==> config.mk <==
export PLATFORM = sky130hd
export DESIGN_NAME = track_request_splitter_flat
export DESIGN_NICKNAME = d
export VERILOG_FILES = /design/src/rtl/tsplit_pkg.sv /design/src/rtl/tsplit_req_if.sv /design/src/rtl/tsplit_chunk_if.sv /design/src/rtl/tsplit_div.sv /design/src/rtl/track_request_splitter.sv /design/src/flat_wrapper.sv
export SDC_FILE = /design/constraint.sdc
export NUM_CORES = 1
export LEC_CHECK = 0
export ABC_AREA = 1
export BUFFER_PORTS_ARGS = -buffer_cell sky130_fd_sc_hd__buf_4
export CAP_MARGIN = 20
export CORE_UTILIZATION = 58
export CTS_BUF_LIST = sky130_fd_sc_hd__clkbuf_8
export DETAILED_ROUTE_END_ITERATION = 10
export PLACE_DENSITY = 0.85
export REMOVE_ABC_BUFFERS = 1
export SYNTH_ARGS = -nofsm -noshare
export SYNTH_HDL_FRONTEND = slang
export SYNTH_SLANG_ARGS = --single-unit
==> constraint.sdc <==
create_clock -name clk -period 5.05 [get_ports clk]
set_input_delay 0.505 -clock clk [delete_from_list [all_inputs] [get_ports clk]]
set_output_delay 0.505 -clock clk [all_outputs]
set_load 0.02 [all_outputs]
==> src/rtl/tsplit_pkg.sv <==
// ----------------------------------------------------------------------------
// tsplit_pkg
// Types and fixed geometry constants shared by the track request splitter.
// ----------------------------------------------------------------------------
`default_nettype none

package tsplit_pkg;

	// field widths
	localparam int unsigned LBA_W = 16;
	localparam int unsigned CNT_W = 11;
	localparam int unsigned CYL_W = 11;
	localparam int unsigned SEC_W = 5;
	localparam int unsigned OFS_W = 10;

	// disk geometry and request limits
	localparam int unsigned SECTORS_PER_TRACK = 18;
	localparam int unsigned HEADS             = 2;
	localparam int unsigned TRACK_SECTORS     = HEADS * SECTORS_PER_TRACK;
	localparam int unsigned MAX_REQUEST       = 1024;
	localparam int unsigned MAX_RESULTS       = 58;

	localparam int unsigned TRK_W = $clog2(TRACK_SECTORS);
	localparam int unsigned RES_W = $clog2(MAX_RESULTS + 1);

	// request kinds
	localparam logic OP_READ  = 1'b0;
	localparam logic OP_WRITE = 1'b1;

	typedef enum logic [1:0] {
		ST_IDLE,
		ST_DIVIDE,
		ST_SPLIT
	} tsplit_state_t;

	typedef struct packed {
		logic busy;
		logic done;
	} div_status_t;

endpackage

`default_nettype wire

==> src/rtl/tsplit_req_if.sv <==
// ----------------------------------------------------------------------------
// tsplit_req_if
// Request channel: one read or write request per item.
// ----------------------------------------------------------------------------
`default_nettype none

interface tsplit_req_if;
	import tsplit_pkg::*;

	logic                     valid;
	logic                     ready;
	logic                     op;
	logic                     drive;
	logic [LBA_W-1:0]         start_block;
	logic [CNT_W-1:0]         block_count;

	modport source (output valid, output op, output drive, output start_block,
		output block_count, input ready);
	modport sink (input valid, input op, input drive, input start_block,
		input block_count, output ready);
endinterface

`default_nettype wire

==> src/rtl/tsplit_chunk_if.sv <==
// ----------------------------------------------------------------------------
// tsplit_chunk_if
// Chunk channel: one track-aligned piece of a request per item.
// ----------------------------------------------------------------------------
`default_nettype none

interface tsplit_chunk_if;
	import tsplit_pkg::*;

	logic             valid;
	logic             ready;
	logic [CYL_W-1:0] cylinder;
	logic             head;
	logic [SEC_W-1:0] first_sector;
	logic [SEC_W-1:0] chunk_sectors;
	logic [OFS_W-1:0] request_offset;
	logic             fetch_track;
	logic             store_track;
	logic             last;

	modport source (output valid, output cylinder, output head, output first_sector,
		output chunk_sectors, output request_offset, output fetch_track,
		output store_track, output last, input ready);
	modport sink (input valid, input cylinder, input head, input first_sector,
		input chunk_sectors, input request_offset, input fetch_track,
		input store_track, input last, output ready);
endinterface

`default_nettype wire

==> src/rtl/tsplit_div.sv <==
// ----------------------------------------------------------------------------
// tsplit_div
// Two-step divider of a block address by the sectors per cylinder.
// ----------------------------------------------------------------------------
`default_nettype none

module tsplit_div (
	input  wire                          clk,
	input  wire                          arst_n,
	input  wire                          start,
	input  wire [tsplit_pkg::LBA_W-1:0]  dividend,
	output tsplit_pkg::div_status_t      status,
	output logic [tsplit_pkg::CYL_W-1:0] quotient,
	output logic [tsplit_pkg::TRK_W-1:0] remainder
);
	import tsplit_pkg::*;

	// (x * ceil(2^21 / 36)) >> 21 equals x / 36 for every 16-bit block address
	localparam int unsigned      RECIP_SHIFT = 21;
	localparam logic [LBA_W-1:0] RECIP       =
		LBA_W'((2 ** RECIP_SHIFT + TRACK_SECTORS - 1) / TRACK_SECTORS);

	logic [LBA_W-1:0]   num_q;
	logic [CYL_W-1:0]   quot_q;
	logic [TRK_W-1:0]   rem_q;
	logic               step_q;
	logic               busy_q;
	logic               done_q;

	logic [2*LBA_W-1:0] product;
	logic [LBA_W-1:0]   back;
	logic [LBA_W-1:0]   rem_full;

	always_comb begin
		product  = {{LBA_W{1'b0}}, num_q} * {{LBA_W{1'b0}}, RECIP};
		back     = {{(LBA_W-CYL_W){1'b0}}, quot_q} * LBA_W'(TRACK_SECTORS);
		rem_full = num_q - back;
	end

	// first step takes the quotient, second step the remainder
	always_ff @(posedge clk or negedge arst_n) begin
		if (!arst_n) begin
			busy_q <= 1'b0;
			done_q <= 1'b0;
			step_q <= 1'b0;
		end else if (start) begin
			busy_q <= 1'b1;
			done_q <= 1'b0;
			step_q <= 1'b0;
		end else if (busy_q) begin
			step_q <= 1'b1;
			if (step_q) begin
				busy_q <= 1'b0;
				done_q <= 1'b1;
			end
		end
	end

	always_ff @(posedge clk) begin
		if (start) begin
			num_q <= dividend;
		end else if (busy_q && !step_q) begin
			quot_q <= product[RECIP_SHIFT +: CYL_W];
		end else if (busy_q) begin
			rem_q <= rem_full[TRK_W-1:0];
		end
	end

	assign status.busy = busy_q;
	assign status.done = done_q;
	assign quotient    = quot_q;
	assign remainder   = rem_q;

endmodule

`default_nettype wire

==> src/rtl/track_request_splitter.sv <==
// ----------------------------------------------------------------------------
// track_request_splitter
// Splits sector requests into track-aligned chunks with a per-drive track cache.
// ----------------------------------------------------------------------------
// usage:
//   req carries one read or write request (op, drive, start_block, block_count)
//   per item; chunk returns one item per track touched, in address order, with
//   last set on the final one. a zero count or an absent drive gives no chunks.
//   counts above 1024 are clipped to 1024.
// timing:
//   a request goes through a two-step reciprocal divider (quotient, then
//   remainder) and a step that loads cylinder, head and sector before its first
//   chunk reaches the output register. chunks then leave at one per cycle while
//   the receiver takes them; once the final chunk of a request is loaded, the
//   next request can be taken. req.ready is high only while no request is in
//   work; a request may be taken while the final chunk of the previous one
//   still waits in the output register.
// reset:
//   arst_n clears the sequencer, the output valid and every cache valid bit.
// stall:
//   when chunk.ready is low the chunk in the output register holds and splitting
//   pauses until it is taken.
// ----------------------------------------------------------------------------
`default_nettype none

module track_request_splitter #(
	parameter int unsigned NUM_DRIVES = 2
) (
	input  wire             clk,
	input  wire             arst_n,
	tsplit_req_if.sink      req,
	tsplit_chunk_if.source  chunk
);
	import tsplit_pkg::*;

	localparam int unsigned DRV_W = (NUM_DRIVES > 1) ? $clog2(NUM_DRIVES) : 1;

	tsplit_state_t state_q, state_d;

	logic                 op_q;
	logic [DRV_W-1:0]     drv_idx_q;
	logic [CNT_W-1:0]     remain_q;
	logic [OFS_W-1:0]     offset_q;
	logic [CYL_W-1:0]     cyl_q;
	logic                 head_q;
	logic [SEC_W-1:0]     sec_q;
	logic [RES_W-1:0]     nres_q;

	logic [NUM_DRIVES-1:0] cache_valid_q;
	logic [CYL_W-1:0]      cache_cyl_q  [NUM_DRIVES];
	logic                  cache_head_q [NUM_DRIVES];

	logic                 out_valid_q;
	logic [CYL_W-1:0]     out_cyl_q;
	logic                 out_head_q;
	logic [SEC_W-1:0]     out_sec_q;
	logic [SEC_W-1:0]     out_cnt_q;
	logic [OFS_W-1:0]     out_ofs_q;
	logic                 out_fetch_q;
	logic                 out_store_q;
	logic                 out_last_q;

	logic                 accept;
	logic                 go;
	logic                 div_start;
	logic                 chunk_load;
	div_status_t          div_stat;
	logic [CYL_W-1:0]     div_quot;
	logic [TRK_W-1:0]     div_rem;

	logic [CNT_W-1:0]     req_count;
	logic [SEC_W-1:0]     avail;
	logic [CNT_W-1:0]     cnt;
	logic [CNT_W-1:0]     remain_next;
	logic                 hit;
	logic                 is_last;
	logic                 upper_head;

	tsplit_div u_div (
		.clk       (clk),
		.arst_n    (arst_n),
		.start     (div_start),
		.dividend  (req.start_block),
		.status    (div_stat),
		.quotient  (div_quot),
		.remainder (div_rem)
	);

	// ---- request intake ----
	assign accept = req.valid && req.ready;
	assign go = (req.block_count != '0) && (32'(req.drive) < NUM_DRIVES);
	assign req_count = (req.block_count > CNT_W'(MAX_REQUEST)) ?
		CNT_W'(MAX_REQUEST) : req.block_count;

	// ---- chunk arithmetic ----
	always_comb begin
		avail       = SEC_W'(SECTORS_PER_TRACK) - sec_q;
		cnt         = (remain_q < CNT_W'(avail)) ? remain_q : CNT_W'(avail);
		remain_next = remain_q - cnt;
		hit         = cache_valid_q[drv_idx_q] && (cache_cyl_q[drv_idx_q] == cyl_q) &&
			(cache_head_q[drv_idx_q] == head_q);
		is_last     = (remain_next == '0) || (nres_q == RES_W'(MAX_RESULTS - 1));
		upper_head  = div_rem >= TRK_W'(SECTORS_PER_TRACK);
	end

	// ---- sequencer ----
	always_comb begin
		state_d = state_q;
		case (state_q)
			ST_IDLE: begin
				if (accept && go) state_d = ST_DIVIDE;
			end
			ST_DIVIDE: begin
				if (div_stat.done) state_d = ST_SPLIT;
			end
			ST_SPLIT: begin
				if (chunk_load && is_last) state_d = ST_IDLE;
			end
			default: state_d = ST_IDLE;
		endcase
	end

	always_comb begin
		req.ready  = 1'b0;
		div_start  = 1'b0;
		chunk_load = 1'b0;
		case (state_q)
			ST_IDLE: begin
				req.ready = 1'b1;
				div_start = req.valid && go;
			end
			ST_SPLIT: begin
				chunk_load = !out_valid_q || chunk.ready;
			end
			default: ;
		endcase
	end

	always_ff @(posedge clk or negedge arst_n) begin
		if (!arst_n) begin
			state_q <= ST_IDLE;
		end else begin
			state_q <= state_d;
		end
	end

	// ---- request context ----
	always_ff @(posedge clk) begin
		if (accept) begin
			op_q      <= req.op;
			drv_idx_q <= DRV_W'(req.drive);
			remain_q  <= req_count;
			offset_q  <= '0;
			nres_q    <= '0;
		end else if (state_q == ST_DIVIDE && div_stat.done) begin
			cyl_q  <= div_quot;
			head_q <= upper_head;
			sec_q  <= upper_head ? SEC_W'(div_rem - TRK_W'(SECTORS_PER_TRACK)) :
				SEC_W'(div_rem);
		end else if (chunk_load) begin
			remain_q <= remain_next;
			offset_q <= offset_q + OFS_W'(cnt);
			nres_q   <= nres_q + 1'b1;
			// a chunk that is not the last always runs to the track end
			sec_q    <= '0;
			head_q   <= !head_q;
			if (head_q) cyl_q <= cyl_q + 1'b1;
		end
	end

	// ---- track cache ----
	always_ff @(posedge clk or negedge arst_n) begin
		if (!arst_n) begin
			cache_valid_q <= '0;
		end else if (chunk_load) begin
			// a miss fills the entry; any write drops it
			cache_valid_q[drv_idx_q] <= (op_q != OP_WRITE);
		end
	end

	always_ff @(posedge clk) begin
		if (chunk_load && !hit) begin
			cache_cyl_q[drv_idx_q]  <= cyl_q;
			cache_head_q[drv_idx_q] <= head_q;
		end
	end

	// ---- output register ----
	always_ff @(posedge clk or negedge arst_n) begin
		if (!arst_n) begin
			out_valid_q <= 1'b0;
		end else if (chunk_load) begin
			out_valid_q <= 1'b1;
		end else if (chunk.ready) begin
			out_valid_q <= 1'b0;
		end
	end

	always_ff @(posedge clk) begin
		if (chunk_load) begin
			out_cyl_q   <= cyl_q;
			out_head_q  <= head_q;
			out_sec_q   <= sec_q + 1'b1;
			out_cnt_q   <= SEC_W'(cnt);
			out_ofs_q   <= offset_q;
			out_fetch_q <= !hit;
			out_store_q <= (op_q == OP_WRITE);
			out_last_q  <= is_last;
		end
	end

	assign chunk.valid          = out_valid_q;
	assign chunk.cylinder       = out_cyl_q;
	assign chunk.head           = out_head_q;
	assign chunk.first_sector   = out_sec_q;
	assign chunk.chunk_sectors  = out_cnt_q;
	assign chunk.request_offset = out_ofs_q;
	assign chunk.fetch_track    = out_fetch_q;
	assign chunk.store_track    = out_store_q;
	assign chunk.last           = out_last_q;

	// ---- checks ----
	a_chunk_in_track: assert property (@(posedge clk) disable iff (!arst_n)
		chunk_load |-> (cnt != '0) && (CNT_W'(sec_q) + cnt <= CNT_W'(SECTORS_PER_TRACK)))
		else $error("chunk crosses track end or is empty");

	a_last_ends: assert property (@(posedge clk) disable iff (!arst_n)
		chunk_load && is_last |=> state_q == ST_IDLE)
		else $error("sequencer not idle after last chunk");

	a_write_drops: assert property (@(posedge clk) disable iff (!arst_n)
		chunk_load && op_q == OP_WRITE |=> !cache_valid_q[$past(drv_idx_q)])
		else $error("write left track cached");

	a_divide_live: assert property (@(posedge clk) disable iff (!arst_n)
		state_q == ST_DIVIDE |-> div_stat.busy || div_stat.done)
		else $error("divider idle during divide");

	a_split_work: assert property (@(posedge clk) disable iff (!arst_n)
		state_q == ST_SPLIT |-> remain_q != '0)
		else $error("splitting with nothing left");

endmodule

`default_nettype wire

==> src/flat_wrapper.sv <==
// flat-port wrapper written by rule: the top's interface ports become plain ports
module track_request_splitter_flat import tsplit_pkg::*;
#(
	parameter int unsigned NUM_DRIVES = 2
)
  (clk, arst_n, req_valid, req_op, req_drive, req_start_block, req_block_count, req_ready, chunk_valid, chunk_cylinder, chunk_head, chunk_first_sector, chunk_chunk_sectors, chunk_request_offset, chunk_fetch_track, chunk_store_track, chunk_last, chunk_ready);
  tsplit_req_if req_i ();
  tsplit_chunk_if chunk_i ();
  input  wire clk;
  input  wire arst_n;
  input wire logic [$bits(req_i.valid)-1:0] req_valid;
  input wire logic [$bits(req_i.op)-1:0] req_op;
  input wire logic [$bits(req_i.drive)-1:0] req_drive;
  input wire logic [$bits(req_i.start_block)-1:0] req_start_block;
  input wire logic [$bits(req_i.block_count)-1:0] req_block_count;
  output wire logic [$bits(req_i.ready)-1:0] req_ready;
  output wire logic [$bits(chunk_i.valid)-1:0] chunk_valid;
  output wire logic [$bits(chunk_i.cylinder)-1:0] chunk_cylinder;
  output wire logic [$bits(chunk_i.head)-1:0] chunk_head;
  output wire logic [$bits(chunk_i.first_sector)-1:0] chunk_first_sector;
  output wire logic [$bits(chunk_i.chunk_sectors)-1:0] chunk_chunk_sectors;
  output wire logic [$bits(chunk_i.request_offset)-1:0] chunk_request_offset;
  output wire logic [$bits(chunk_i.fetch_track)-1:0] chunk_fetch_track;
  output wire logic [$bits(chunk_i.store_track)-1:0] chunk_store_track;
  output wire logic [$bits(chunk_i.last)-1:0] chunk_last;
  input wire logic [$bits(chunk_i.ready)-1:0] chunk_ready;
  assign req_i.valid = req_valid;
  assign req_i.op = req_op;
  assign req_i.drive = req_drive;
  assign req_i.start_block = req_start_block;
  assign req_i.block_count = req_block_count;
  assign req_ready = req_i.ready;
  assign chunk_valid = chunk_i.valid;
  assign chunk_cylinder = chunk_i.cylinder;
  assign chunk_head = chunk_i.head;
  assign chunk_first_sector = chunk_i.first_sector;
  assign chunk_chunk_sectors = chunk_i.chunk_sectors;
  assign chunk_request_offset = chunk_i.request_offset;
  assign chunk_fetch_track = chunk_i.fetch_track;
  assign chunk_store_track = chunk_i.store_track;
  assign chunk_last = chunk_i.last;
  assign chunk_i.ready = chunk_ready;
  track_request_splitter #(.NUM_DRIVES(NUM_DRIVES)) u_core (.clk(clk), .arst_n(arst_n), .req(req_i), .chunk(chunk_i));
endmodule
### After elaboration in Yosys (flattened, before gate mapping)

Memories as Yosys holds them, arrays and structs flattened. A register that Yosys moved wholly into a read port is not among the register bits.
Index checks and enable logic that the tools add are counted.

| word-level totals | value |
|---|---|
| flip-flop bits (word level) | 122 |
| RAM bits | 24 |
| input port bits | 33 |
| output and inout port bits | 37 |
| logic and storage cells | 128 |
| memories kept | 2 |

Memories:

| name | words | bits a word | rd ports | clocked after Yosys merged registers in | wr ports | RTL line | source |
|---|---|---|---|---|---|---|---|
| u_core.cache_cyl_q | 2 | 11 | 1 | 1 | 1 | track_request_splitter.sv:50 | `logic [CYL_W-1:0] cache_cyl_q [NUM_DRIVES];` |
| u_core.cache_head_q | 2 | 1 | 1 | 1 | 1 | track_request_splitter.sv:51 | `logic cache_head_q [NUM_DRIVES];` |

| cells by class | value |
|---|---|
| $add $sub $neg | 8 |
| multiply operators | 2 |
| order comparisons | 5 |
| eq/ne operators | 9 |
| multiplexer cells | 39 |
| bitwise gates (word level) | 5 |
| reduce and logical (&&, ||, !) cells | 33 |

Operators with widths:

| operator | count |
|---|---|
| 11-bit two-way mux | 8 |
| 16-bit by 16-bit multiplier with 32-bit output (second input constant) | 1 |
| 1-bit two-way mux | 22 |
| 5-bit two-way mux | 3 |
| 2-bit nonzero test | 6 |
| 11-bit by 1-bit adder with 11-bit output (second input constant) | 1 |
| 11-bit == test | 1 |
| 11-bit greater-than comparator (second input constant) | 1 |
| 11-bit logical NOT | 1 |
| 11-bit by 5-bit less-than comparator with 1-bit output | 1 |
| 11-bit by 4-bit multiplier with 4-bit output (second input constant) | 1 |
| 11-bit nonzero test | 1 |
| 11-bit subtractor | 1 |
| 10-bit adder | 1 |
| 1-bit logical AND | 10 |
| 2-bit AND reduction | 5 |
| 3-bit AND reduction | 3 |
| 6-bit by 1-bit adder with 6-bit output (second input constant) | 1 |
| 6-bit == test (second input constant) | 1 |
| 6-bit by 5-bit >= comparator with 1-bit output (second input constant) | 1 |
| 2-bit two-way mux | 3 |
| 2-bit by 1-bit inequality test with 1-bit output (second input constant) | 3 |
| 2-bit case mux with 3 select lines | 1 |
| 6-bit subtractor | 1 |
| 15 further kinds | 23 |

### Depth between registers and ports, before layout

Gate-level depths: netlist of run 1.

| logic depth | value |
|---|---|
| word-level depth | 9 |
| depth in mapped cells | 28 |
| gate-level depth less buffers | 28 |

### By module

A second synthesis of run 1 with hierarchy kept.

| second synthesis, totals | value |
|---|---|
| cells, all modules | 1324 |
| area, all modules | 11718.7 um^2 |

Modules (own cells, without submodules):

| module | times used | cells each | area each (um^2) | seq. area each (um^2) |
|---|---|---|---|---|
| tsplit_div | 1 | 750 | 6104.6 | 1066.0 |
| track_request_splitter | 1 | 574 | 5614.1 | 3138.0 |

### Worst setup path before layout of run 1

Ideal clock, no wire load.

| timing | value |
|---|---|
| path type | register -> register |
| from | reg u_core.u_div.num_q[3] |
| to | reg u_core.u_div.quot_q[4] (netlist: u_core.u_div.quotient[4]) (data pin) |
| setup time | 0.256 ns |
| arrival | 4.584 ns |
| required time | 4.794 ns |
| slack | 0.210 ns |
| cell stages (with the launch flop) | 20 |
| path buffers | 0 |
| cells stage by stage | edfxtp_1 fa_1 ha_1 inv_1 fa_1 inv_1 fa_1 fa_1 fa_1 ha_1 nand2_1 nor2_1 nor3b_2 nand4_1 nand3_1 nand2_1 inv_1 nor2_1 nand2_1 nand2_1 |

| on the way | value |
|---|---|
| word-level cells in the longest chain between the ends | 1 |

RTL lines:

| what | RTL line | source |
|---|---|---|
| start, declared | tsplit_div.sv:23 | `logic [LBA_W-1:0] num_q;` |
| start signal, assigned | tsplit_div.sv:61 | `num_q <= dividend;` |
| 16-bit by 16-bit multiplier with 32-bit output | tsplit_div.sv:35 | `product = {{LBA_W{1'b0}}, num_q} * {{LBA_W{1'b0}}, RECIP};` |
| via u_core.u_div.product[25] | tsplit_div.sv:30 | `logic [2*LBA_W-1:0] product;` |
| end signal, assigned | tsplit_div.sv:63 | `quot_q <= product[RECIP_SHIFT +: CYL_W];` |
| end, declared | tsplit_div.sv:24 | `logic [CYL_W-1:0] quot_q;` |

The timed path passes the listed nets, and every way through them passes these cells.
A chain may end at the register's enable or synchronous reset.

### Worst setup path in the final report of run 1

| timing | value |
|---|---|
| from | reg u_core.u_div.num_q[9] |
| to | reg u_core.u_div.quot_q[4] (netlist: u_core.u_div.quotient[4]) (data pin) |

Same word-level chain as after synthesis.

==> results of run 1 <==
[sequential cells by signal, summed over array words and instances (netlist names), 2 cells and up, named ones only]
| signal | count |
|---|---|
| u_core.nres_q | 6 |
| u_core.sec_q | 5 |
| u_core.chunk.first_sector | 5 |
| u_core.cyl_q | 11 |
| u_core.chunk.request_offset | 10 |
| u_core.state_q | 2 |
| u_core.u_div.num_q | 16 |
| u_core.u_div.quotient | 11 |
| u_core.chunk.cylinder | 11 |
| u_core.cache_head_q | 2 |
| u_core.remain_q | 11 |
| u_core.offset_q | 10 |
| u_core.chunk.chunk_sectors | 5 |
| u_core.cache_cyl_q | 22 |
| u_core.cache_valid_q | 2 |
| u_core.u_div.remainder | 6 |
[synthesized netlist by cell type (7+ instances only)]
cell      instances  area, sq um
nand2_1         202          758
dfrtp_1           8          200
inv_1           238          893
fa_1             73         1460
o21ai_0          63          315
ha_1            141         1760
dfxtp_1          17          340
a21oi_1          59          295
edfxtp_1        122         3660
nand4_1          18          113
xor2_1           24          210
xnor2_1           7         61.3
nand3_1          51          255
nor3_1           16         80.1
nor2_1           79          297
[worst paths after layout]
kind | start | end | slack (ps) | depth (start not counted)
min in group asynchronous | arst_n | u_core.u_div.busy_q | 400 | 2
max in group asynchronous | arst_n | u_core.cache_valid_q[0] | 4480 | 2
worst min-delay path | req_start_block[15] | u_core.u_div.num_q[15] | 220 | 1
worst max-delay path | u_core.u_div.num_q[9] | u_core.u_div.quotient[4] | -200 | 19
worst min register to register | u_core.offset_q[5] | u_core.chunk.request_offset[5] | 470 | 0
worst max register to register | u_core.u_div.num_q[9] | u_core.u_div.quotient[4] | -200 | 19
[repair_timing]
| action | 4_1_cts | 5_1_grt |
|---|---|---|
| buffers inserted | 6 | 12 |
| gates resized for setup | 8 | 44 |
| hold endpoints to repair | 8 | 0 |
| pin swaps | 13 | 38 |
| setup endpoints to repair | 2 | 11 |
| hold buffers | 1 | 0 |
[cells by family after synthesis]
| group | synth area share (%) |
|---|---|
| buf+inv | 8.43 |
| fa+ha+maj | 28.4 |
| flops | 37.0 |
| simple gates | 15.1 |
| other cells | 0.0330 |
| mux | 0.287 |
| compound gates | 8.28 |
| xor+xnor | 2.39 |
[final cells by class]
class	instances	area [sq um]
clock buffer	17	234
clock inverter	15	178
fill	1342	5780
inverter	242	913
multi-input combinational	805	6510
sequential	147	4200
tap	260	325
timing repair buffer	105	813
[stage by stage]
step | area [sq um] | setup slack [ps] | hold WS [ps] | util [%]
2_1_floorplan | 11300 | 210 | 209 | -
3_3_place_gp | 12300 | 36.4 | 340 | 64.7
3_5_place_dp | 12300 | -84.3 | 341 | 64.7
4_1_cts | 12800 | -6.18 | 199 | 67.6
5_1_grt | 13200 | -339 | 202 | 69.5
6_report | 13200 | -200 | 217 | 69.5
[routing by layer]
metal	routed length, microns	share of wire (%)
met3	1610	6.0
met1	10600	40
met2	13400	50
met4	1130	4.2
met5	0	0
==> impl_metrics.json, run 1 <==
{
  "vias": 8893,
  "die_h_microns": 142,
  "fin_setup_tns_ps": -744,
  "die_w_microns": 142,
  "die_area_sq_um": 20100,
  "tightestPinTransition_ps": 714,
  "clkTransAtPathRegs_ps": 90,
  "crit_fanout": 4,
  "grt_pass1_vias": 8614,
  "crit_arrival_ps": 5460,
  "finalSetupViolations": 10,
  "core_region_area_sq_um": 19000,
  "clock_skew_ps": 22.0,
  "hold_viol": 0,
  "cpMostUsedCell": "fa_1",
  "netlist_area_sq_um": 11400,
  "synth_ff_type": "edfxtp_1",
  "port_buffers": 69,
  "ant_nets": 0,
  "initial_core_util_pct": 59.9,
  "busiest_layer": "met2",
  "antenna_cells": 0,
  "grt_setup_unrepaired": "yes",
  "use_met2_pct": 47.3,
  "failed_checks": "setup timing",
  "status": "finished, violations left",
  "cts_buffers": 17,
  "via_per_inst": 5.59,
  "grt-ovfl-total": 0,
  "slowest_delay_ps": 550,
  "worst_path_max_delay_cell": "fa_1",
  "area_growth_pct": 16.0,
  "grtUsageTotal_pct": 26.3,
  "antenna_found_initial": 0,
  "relSlewSlack_pct": 52.3,
  "timing.fmax_ghz": 0.190,
  "drcViolationCount": 0,
  "yosys_warnings": 0,
  "firstDrtPassIters": 6,
  "synth_cells": 1201,
  "drt_iter0_markers": 689,
  "yosysSeqAreaShare_pct": 37.0,
  "critical_path.cell_chain": "fa_1 > ha_4 > inv_1 > fa_1 > inv_1 > fa_1 > fa_1 > fa_1 > ha_4 > nand2_4 > nor2_4 > nor3b_4 > nand4_1 > nand3_2 > nand2_1 > inv_2 > nor2_1 > nand2_1 > nand2_1",
  "syn_avg_cell_area_sq_um": 9.45,
  "grt_pass1_wl_microns": 40900,
  "critPathCaptureType": "register",
  "cp_data_required_time_ps": 5260,
  "layout.nets": 1565,
  "drt-total-wl_microns": 26800,
  "wl_per_cell_microns": 16.8,
  "finalCritPeriodShare_pct": 104,
  "synth-async-reset-ratio_pct": 5.44,
  "final_common_cell": "inv_1",
  "use_met3_pct": 4.32,
  "ctsLongestPathBuffers": 2,
  "clk_latency_ps": 460,
  "grt_max_degree": 33,
  "cts_tree": "yes",
  "synth_seq_cells": 147,
  "drive_gt1_share_pct": 16.2,
  "dp_cells": 1537,
  "setup_ws_ps": -200,
  "hp-class": "input pin to register",
  "crit_family": "adder cells",
  "fin_cells": 1591,
  "layout_common_cells": "inv_1 (235), nand2_1 (198), ha_1 (126), edfxtp_1 (122), buf_4 (99)",
  "synth_edf_count": 122,
  "num_rows": 50,
  "startpoint_type": "register",
  "netlist-cell-type-count": 54,
  "htreeDepth": 4,
  "cts.sinks": 147,
  "io_pins": 70,
  "globalplace.congestion": 0.952,
  "cts-root-buf": "clkbuf_8",
  "crit_buf_inv": 3,
  "critical_path_class": "register to register",
  "dp_hpwl_microns": 19700,
  "final_max_slew_viol_count": 0,
  "cap_violations": 0,
  "period_minus_slack_ps": 5250,
  "grt_use_met1_pct": 31.9
}
Power of run 1 is left out: the tool's default activity adds up to more than one toggle a clock period on the data nets, which glitch-free logic cannot reach.
==> run 2: changes to the inputs <==
RECOVER_POWER = 25   (was default)
==> run 2 against run 1 <==
  * Largest cell class unchanged
  * Critical endpoint unchanged
  * Worst hold slack gained 24 ps
  * Register-to-register slack hardly changed
  * Cell area down 0.14%
  * Worst setup slack lost 2.0 ps
  * Final cell count stayed put
  * Highest routed layer unchanged
  * Sequential cell count did not move
  * The run still ends with setup timing left
  * Sequential share of layout area is essentially flat
  * Routed wire length grew 0.18%
  * Utilization decreased by 0.099 points
  * Die area did not move
  * Global-route usage stayed put
  * Clock skew is 1.1 ps higher
==> impl_metrics.json, run 2 (synthesis results as in run 1) <==
{
  "die_h_microns": 142,
  "grt_pass1_wl_microns": 40900,
  "drt-total-wl_microns": 26800,
  "finalCritPeriodShare_pct": 104,
  "grt_max_degree": 33,
  "htreeDepth": 4,
  "cts.sinks": 147,
  "cts_tree": "yes",
  "r2r-start": "u_core.u_div.num_q[9]",
  "ctsLongestPathBuffers": 2,
  "grt_pass1_vias": 8614,
  "multi_input_area_sq_um": 6510,
  "core_region_area_sq_um": 19000,
  "clock_skew_ps": 23.1,
  "crit_arrival_ps": 5470,
  "hold_start": "req_start_block[14]",
  "place_ws_ps": -84.3,
  "grt-ovfl-total": 0,
  "hp-class": "input pin to register",
  "fin_util_pct": 69.4,
  "antenna_found_initial": 0,
  "clkTransAtPathRegs_ps": 90,
  "dp_hpwl_microns": 19700,
  "grt_use_met1_pct": 31.9,
  "via_per_inst": 5.60,
  "drt_iter0_markers": 684,
  "firstDrtPassIters": 6,
  "ant_nets": 0,
  "nFillCells": 1349,
  "die_area_sq_um": 20100,
  "final_common_cell": "inv_1",
  "final_max_slew_viol_count": 0,
  "die_w_microns": 142,
  "status": "finished, violations left",
  "fin_setup_tns_ps": -878,
  "wl_per_cell_microns": 16.9,
  "drive_gt1_share_pct": 15.8,
  "largest_register_ffs": 22,
  "tightestPinTransition_ps": 705,
  "grt_setup_unrepaired": "yes",
  "top_regs": "u_core.cache_cyl_q (22), u_core.u_div.num_q (16)",
  "hold_viol": 0,
  "globalplace.congestion": 0.952,
  "regArea_sq_um": 4200,
  "cts-root-buf": "clkbuf_8",
  "critPathCaptureType": "register",
  "relSlewSlack_pct": 53.0,
  "grtUsageTotal_pct": 26.3,
  "cts_buffers": 17,
  "failed_checks": "setup timing",
  "layout_common_cells": "inv_1 (235), nand2_1 (198), ha_1 (126), edfxtp_1 (122), buf_4 (79)",
  "antenna_cells": 0,
  "finalSetupViolations": 10,
  "num_rows": 50,
  "drcViolationCount": 0,
  "crit_start": "u_core.u_div.num_q[9]",
  "startpoint_type": "register",
  "largest-register": "u_core.cache_cyl_q",
  "clk_latency_ps": 470,
  "cap_violations": 0,
  "cp_data_required_time_ps": 5260,
  "timing.fmax_ghz": 0.190,
  "period_minus_slack_ps": 5250,
  "use_met2_pct": 47.3,
  "area_growth_pct": 15.9,
  "busiest_layer": "met2",
  "port_buffers": 69,
  "critical_path_class": "register to register",
  "setup_ws_ps": -202,
  "crit_fanout": 4,
  "use_met3_pct": 4.32,
  "initial_core_util_pct": 59.9,
  "io_pins": 70,
  "layout.nets": 1565,
  "r2r_slack_ps": -200,
  "vias": 8914
}
-- run 2: changes by cell type in the layout (fill, tap and decap cells not counted), sizes merged --
cell,previous run,this run
buf,104,84
clkbuf,17,37
-- run 2: routing by layer --
metal  vias to the layer above  wire (microns)
met4                         0            1100
met5                         -               0
li1                       4185               -
met2                       387           13500
met3                       105            1600
met1                      4237           10700
-- run 2: what timing repair did --
| action | in CTS | in global routing |
|---|---|---|
| hold buffers | 1 | 0 |
| endpoints found under the hold margin | 8 | 0 |
| cloned | 0 | 0 |
| endpoints found under the setup margin | 2 | 11 |
| pin swaps | 13 | 38 |
| setup buffers | 6 | 12 |
| resized for setup | 8 | 44 |
-- run 2: final cells by class --
class / instances / share of cell area, %
multi-input cells: 805 / 49.5
flip-flops and latches: 147 / 32.0
inverters: 242 / 6.94
repair buffers: 105 / 6.04
well taps: 260 / 2.47
clock buffers: 17 / 1.78
clock inverters: 15 / 1.35
-- run 2: path summary, 6_finish.rpt --
path,to,depth (start not counted)
max,u_core.u_div.quotient[4],19
min,u_core.u_div.num_q[14],1
max reg2reg,u_core.u_div.quotient[4],19
min reg2reg,u_core.chunk.request_offset[5],0
max in group asynchronous,u_core.cache_valid_q[0],2
min in group asynchronous,u_core.u_div.busy_q,2
-- run 2: per-stage QoR --
stage	area, sq um	hold slack (ps)	std cells
after floorplan	11300	209	1194
after CTS	12800	199	1576
final	13200	241	1591
after global routing	13200	225	1591
after detailed placement	12300	341	1537
after global placement	12300	340	1537
-- run 2: critical path, stage by stage, from the launching register on --
cell and delay (ps):
edfxtp_1 530, fa_1 550, ha_4 320, inv_1 70, fa_1 550, inv_1 60
fa_1 490, fa_1 530, fa_1 550, ha_4 330, nand2_4 70, nor2_4 110
nor3b_4 240, nand4_1 180, nand3_2 140, nand2_1 70, inv_2 60, nor2_1 30
nand2_1 70, nand2_1 50
Power of run 2 is left out for the same reason.
==> run 3: changes to the inputs <==
BUFFER_PORTS_ARGS = default   (was -buffer_cell sky130_fd_sc_hd__buf_4)
CORE_ASPECT_RATIO = 0.8   (was default)
CORE_UTILIZATION = 61   (was 58)
DONT_BUFFER_PORTS = 1   (was default)
==> run 3 against run 2 <==
  * Critical path depth increased by 1
  * Count of clock-buffer cells in the layout stayed put
  * Final cell count decreased by 5.3%
  * The run still ends with setup timing left
  * First-iteration DRC count grew 62%
  * Cell area decreased by 3.1%
  * Utilization grew 0.79 points
  * Clock skew decreased by 8.0 ps
  * Die area shrank 4.8%
==> impl_metrics.json, run 3 (synthesis results as in run 1) <==
{
  "startpoint_type": "register",
  "grt_pass1_vias": 8586,
  "largest-register": "u_core.cache_cyl_q",
  "worst_path_max_delay_cell": "fa_2",
  "slowest_delay_ps": 610,
  "crit-reg2reg-capture": "u_core.u_div.quotient[4]",
  "finalSetupViolations": 4,
  "critical_path.cell_chain": "buf_6 > fa_2 > ha_4 > inv_1 > fa_1 > inv_2 > fa_1 > fa_1 > fa_1 > ha_4 > nand2_4 > nor2_4 > nor3b_4 > nand4_1 > nand3_1 > nand2_1 > inv_2 > nor2_1 > nand2_1 > nand2_1",
  "multi_input_area_sq_um": 6560,
  "regArea_sq_um": 4200,
  "core_region_area_sq_um": 18200,
  "final_common_cell": "inv_1",
  "fin_setup_tns_ps": -193,
  "antenna_cells": 0,
  "stdcell_area_sq_um": 12800,
  "initial_core_util_pct": 62.5,
  "globalplace.congestion": 1.01,
  "vias": 8950,
  "drive_gt1_share_pct": 13.7,
  "cp_data_required_time_ps": 5280,
  "critical_path_class": "register to register",
  "crit_start": "u_core.u_div.num_q[10]",
  "critPathCaptureType": "register",
  "cpMostUsedCell": "fa_1",
  "ant_nets": 0,
  "crit_path_end": "u_core.u_div.quotient[4]",
  "cap_violations": 0,
  "largest_register_ffs": 22,
  "period_minus_slack_ps": 5140,
  "layout.nets": 1511,
  "die_h_microns": 124,
  "clock_skew_ps": 15.1,
  "failed_checks": "setup timing",
  "port_buffers": 0,
  "grt_setup_unrepaired": "yes",
  "nFillCells": 1231,
  "drt_iter0_markers": 1106,
  "num_rows": 44,
  "setup_ws_ps": -90.1,
  "worst_r2r_path_depth": 20,
  "io_pins": 70,
  "grt_pass1_wl_microns": 42300,
  "die_area_sq_um": 19200,
  "r2r-start": "u_core.u_div.num_q[10]",
  "clk_latency_ps": 470,
  "grt-ovfl-total": 0,
  "htreeDepth": 4,
  "grtUsageTotal_pct": 28.8,
  "top_regs": "u_core.cache_cyl_q (22), u_core.u_div.num_q (16)",
  "wl_per_cell_microns": 18.6,
  "die_w_microns": 155,
  "place_area_sq_um": 11800,
  "hp-class": "input pin to register",
  "grt_max_degree": 49,
  "crit_fanout": 3,
  "finalCritPeriodShare_pct": 102,
  "cts_buffers": 17,
  "cts.sinks": 147,
  "timing.fmax_ghz": 0.195,
  "dp_hpwl_microns": 20200,
  "cts_tree": "yes",
  "layout_common_cells": "inv_1 (234), nand2_1 (196), edfxtp_1 (122), ha_1 (121), nor2_1 (72)",
  "firstDrtPassIters": 7,
  "antenna_found_initial": 1,
  "status": "finished, violations left",
  "crit_arrival_ps": 5370,
  "ctsLongestPathBuffers": 2,
  "area_growth_pct": 12.3,
  "relSlewSlack_pct": 28.2,
  "timing.hold.ws_ps": 123,
  "tightestPinTransition_ps": 1070,
  "hold_viol": 0,
  "r2r_slack_ps": -90,
  "drcViolationCount": 0,
  "via_per_inst": 5.94,
  "clkTransAtPathRegs_ps": 100,
  "drt-total-wl_microns": 28000,
  "final_max_slew_viol_count": 0,
  "cts-root-buf": "clkbuf_8"
}
run 3: changes by cell type in the layout (fill, tap and decap cells not counted), moves of 5 or more:
cell      delta
buf_4       -36
clkbuf_4    -15
fa_1         -5
fa_2         +5
ha_1         -5
nor2_1       -5
run 3: layout make-up:
cell class / instances / share of cell area (%)
sequential: 147 / 33.0
clock buffer: 17 / 1.83
tap: 230 / 2.26
clock inverter: 15 / 1.19
multi-input combinational: 805 / 51.4
inverter: 242 / 7.16
timing repair buffer: 51 / 3.14
run 3: through the flow:
stage	utilization (%)	std cells	worst slack, ps
6_report	70.2	1507	-90.1
5_1_grt	70.2	1507	-262
4_1_cts	68.1	1494	20.1
3_5_place_dp	65.0	1450	-141
3_3_place_gp	65.0	1450	6.14
2_1_floorplan	-	1194	210
run 3: routing by layer:
layer / vias to the layer above / wire length [microns] / global-route usage (%)
li1: 4087 / - / -
met1: 4245 / 11100 / 37.9
met2: 522 / 13300 / 48.1
met3: 96 / 2690 / 6.19
met4: 0 / 869 / 8.79
met5: - / 0 / 0
run 3: how the worst min path moves through the flow:
stage | from | to | slack, ps | depth (start not counted)
floorplan | arst_n | u_core.cache_valid_q[0] | 210 | 0
global placement | arst_n | u_core.cache_valid_q[1] | 210 | 0
detailed placement | arst_n | u_core.cache_valid_q[0] | 210 | 0
CTS | req_start_block[14] | u_core.u_div.num_q[14] | 110 | 0
global route | req_start_block[14] | u_core.u_div.num_q[14] | 110 | 0
finish | req_start_block[6] | u_core.u_div.num_q[6] | 120 | 0
run 3: repair_timing:
item	4_1_cts	5_1_grt
gates resized for setup	9	64
gates cloned	0	0
hold endpoints to repair	8	0
hold buffers	1	0
setup buffers	11	11
pin swaps	12	38
endpoints found under the setup margin	9	11
run 3: critical path, delay by kind of cell, from the launching register on:
kind,cells,cell delay (ps)
buffers and inverters,4,400
flip-flops,1,480
AND/OR/NAND/NOR,9,960
adder cells (fa/ha/maj),7,3060
Power of run 3 is left out for the same reason.
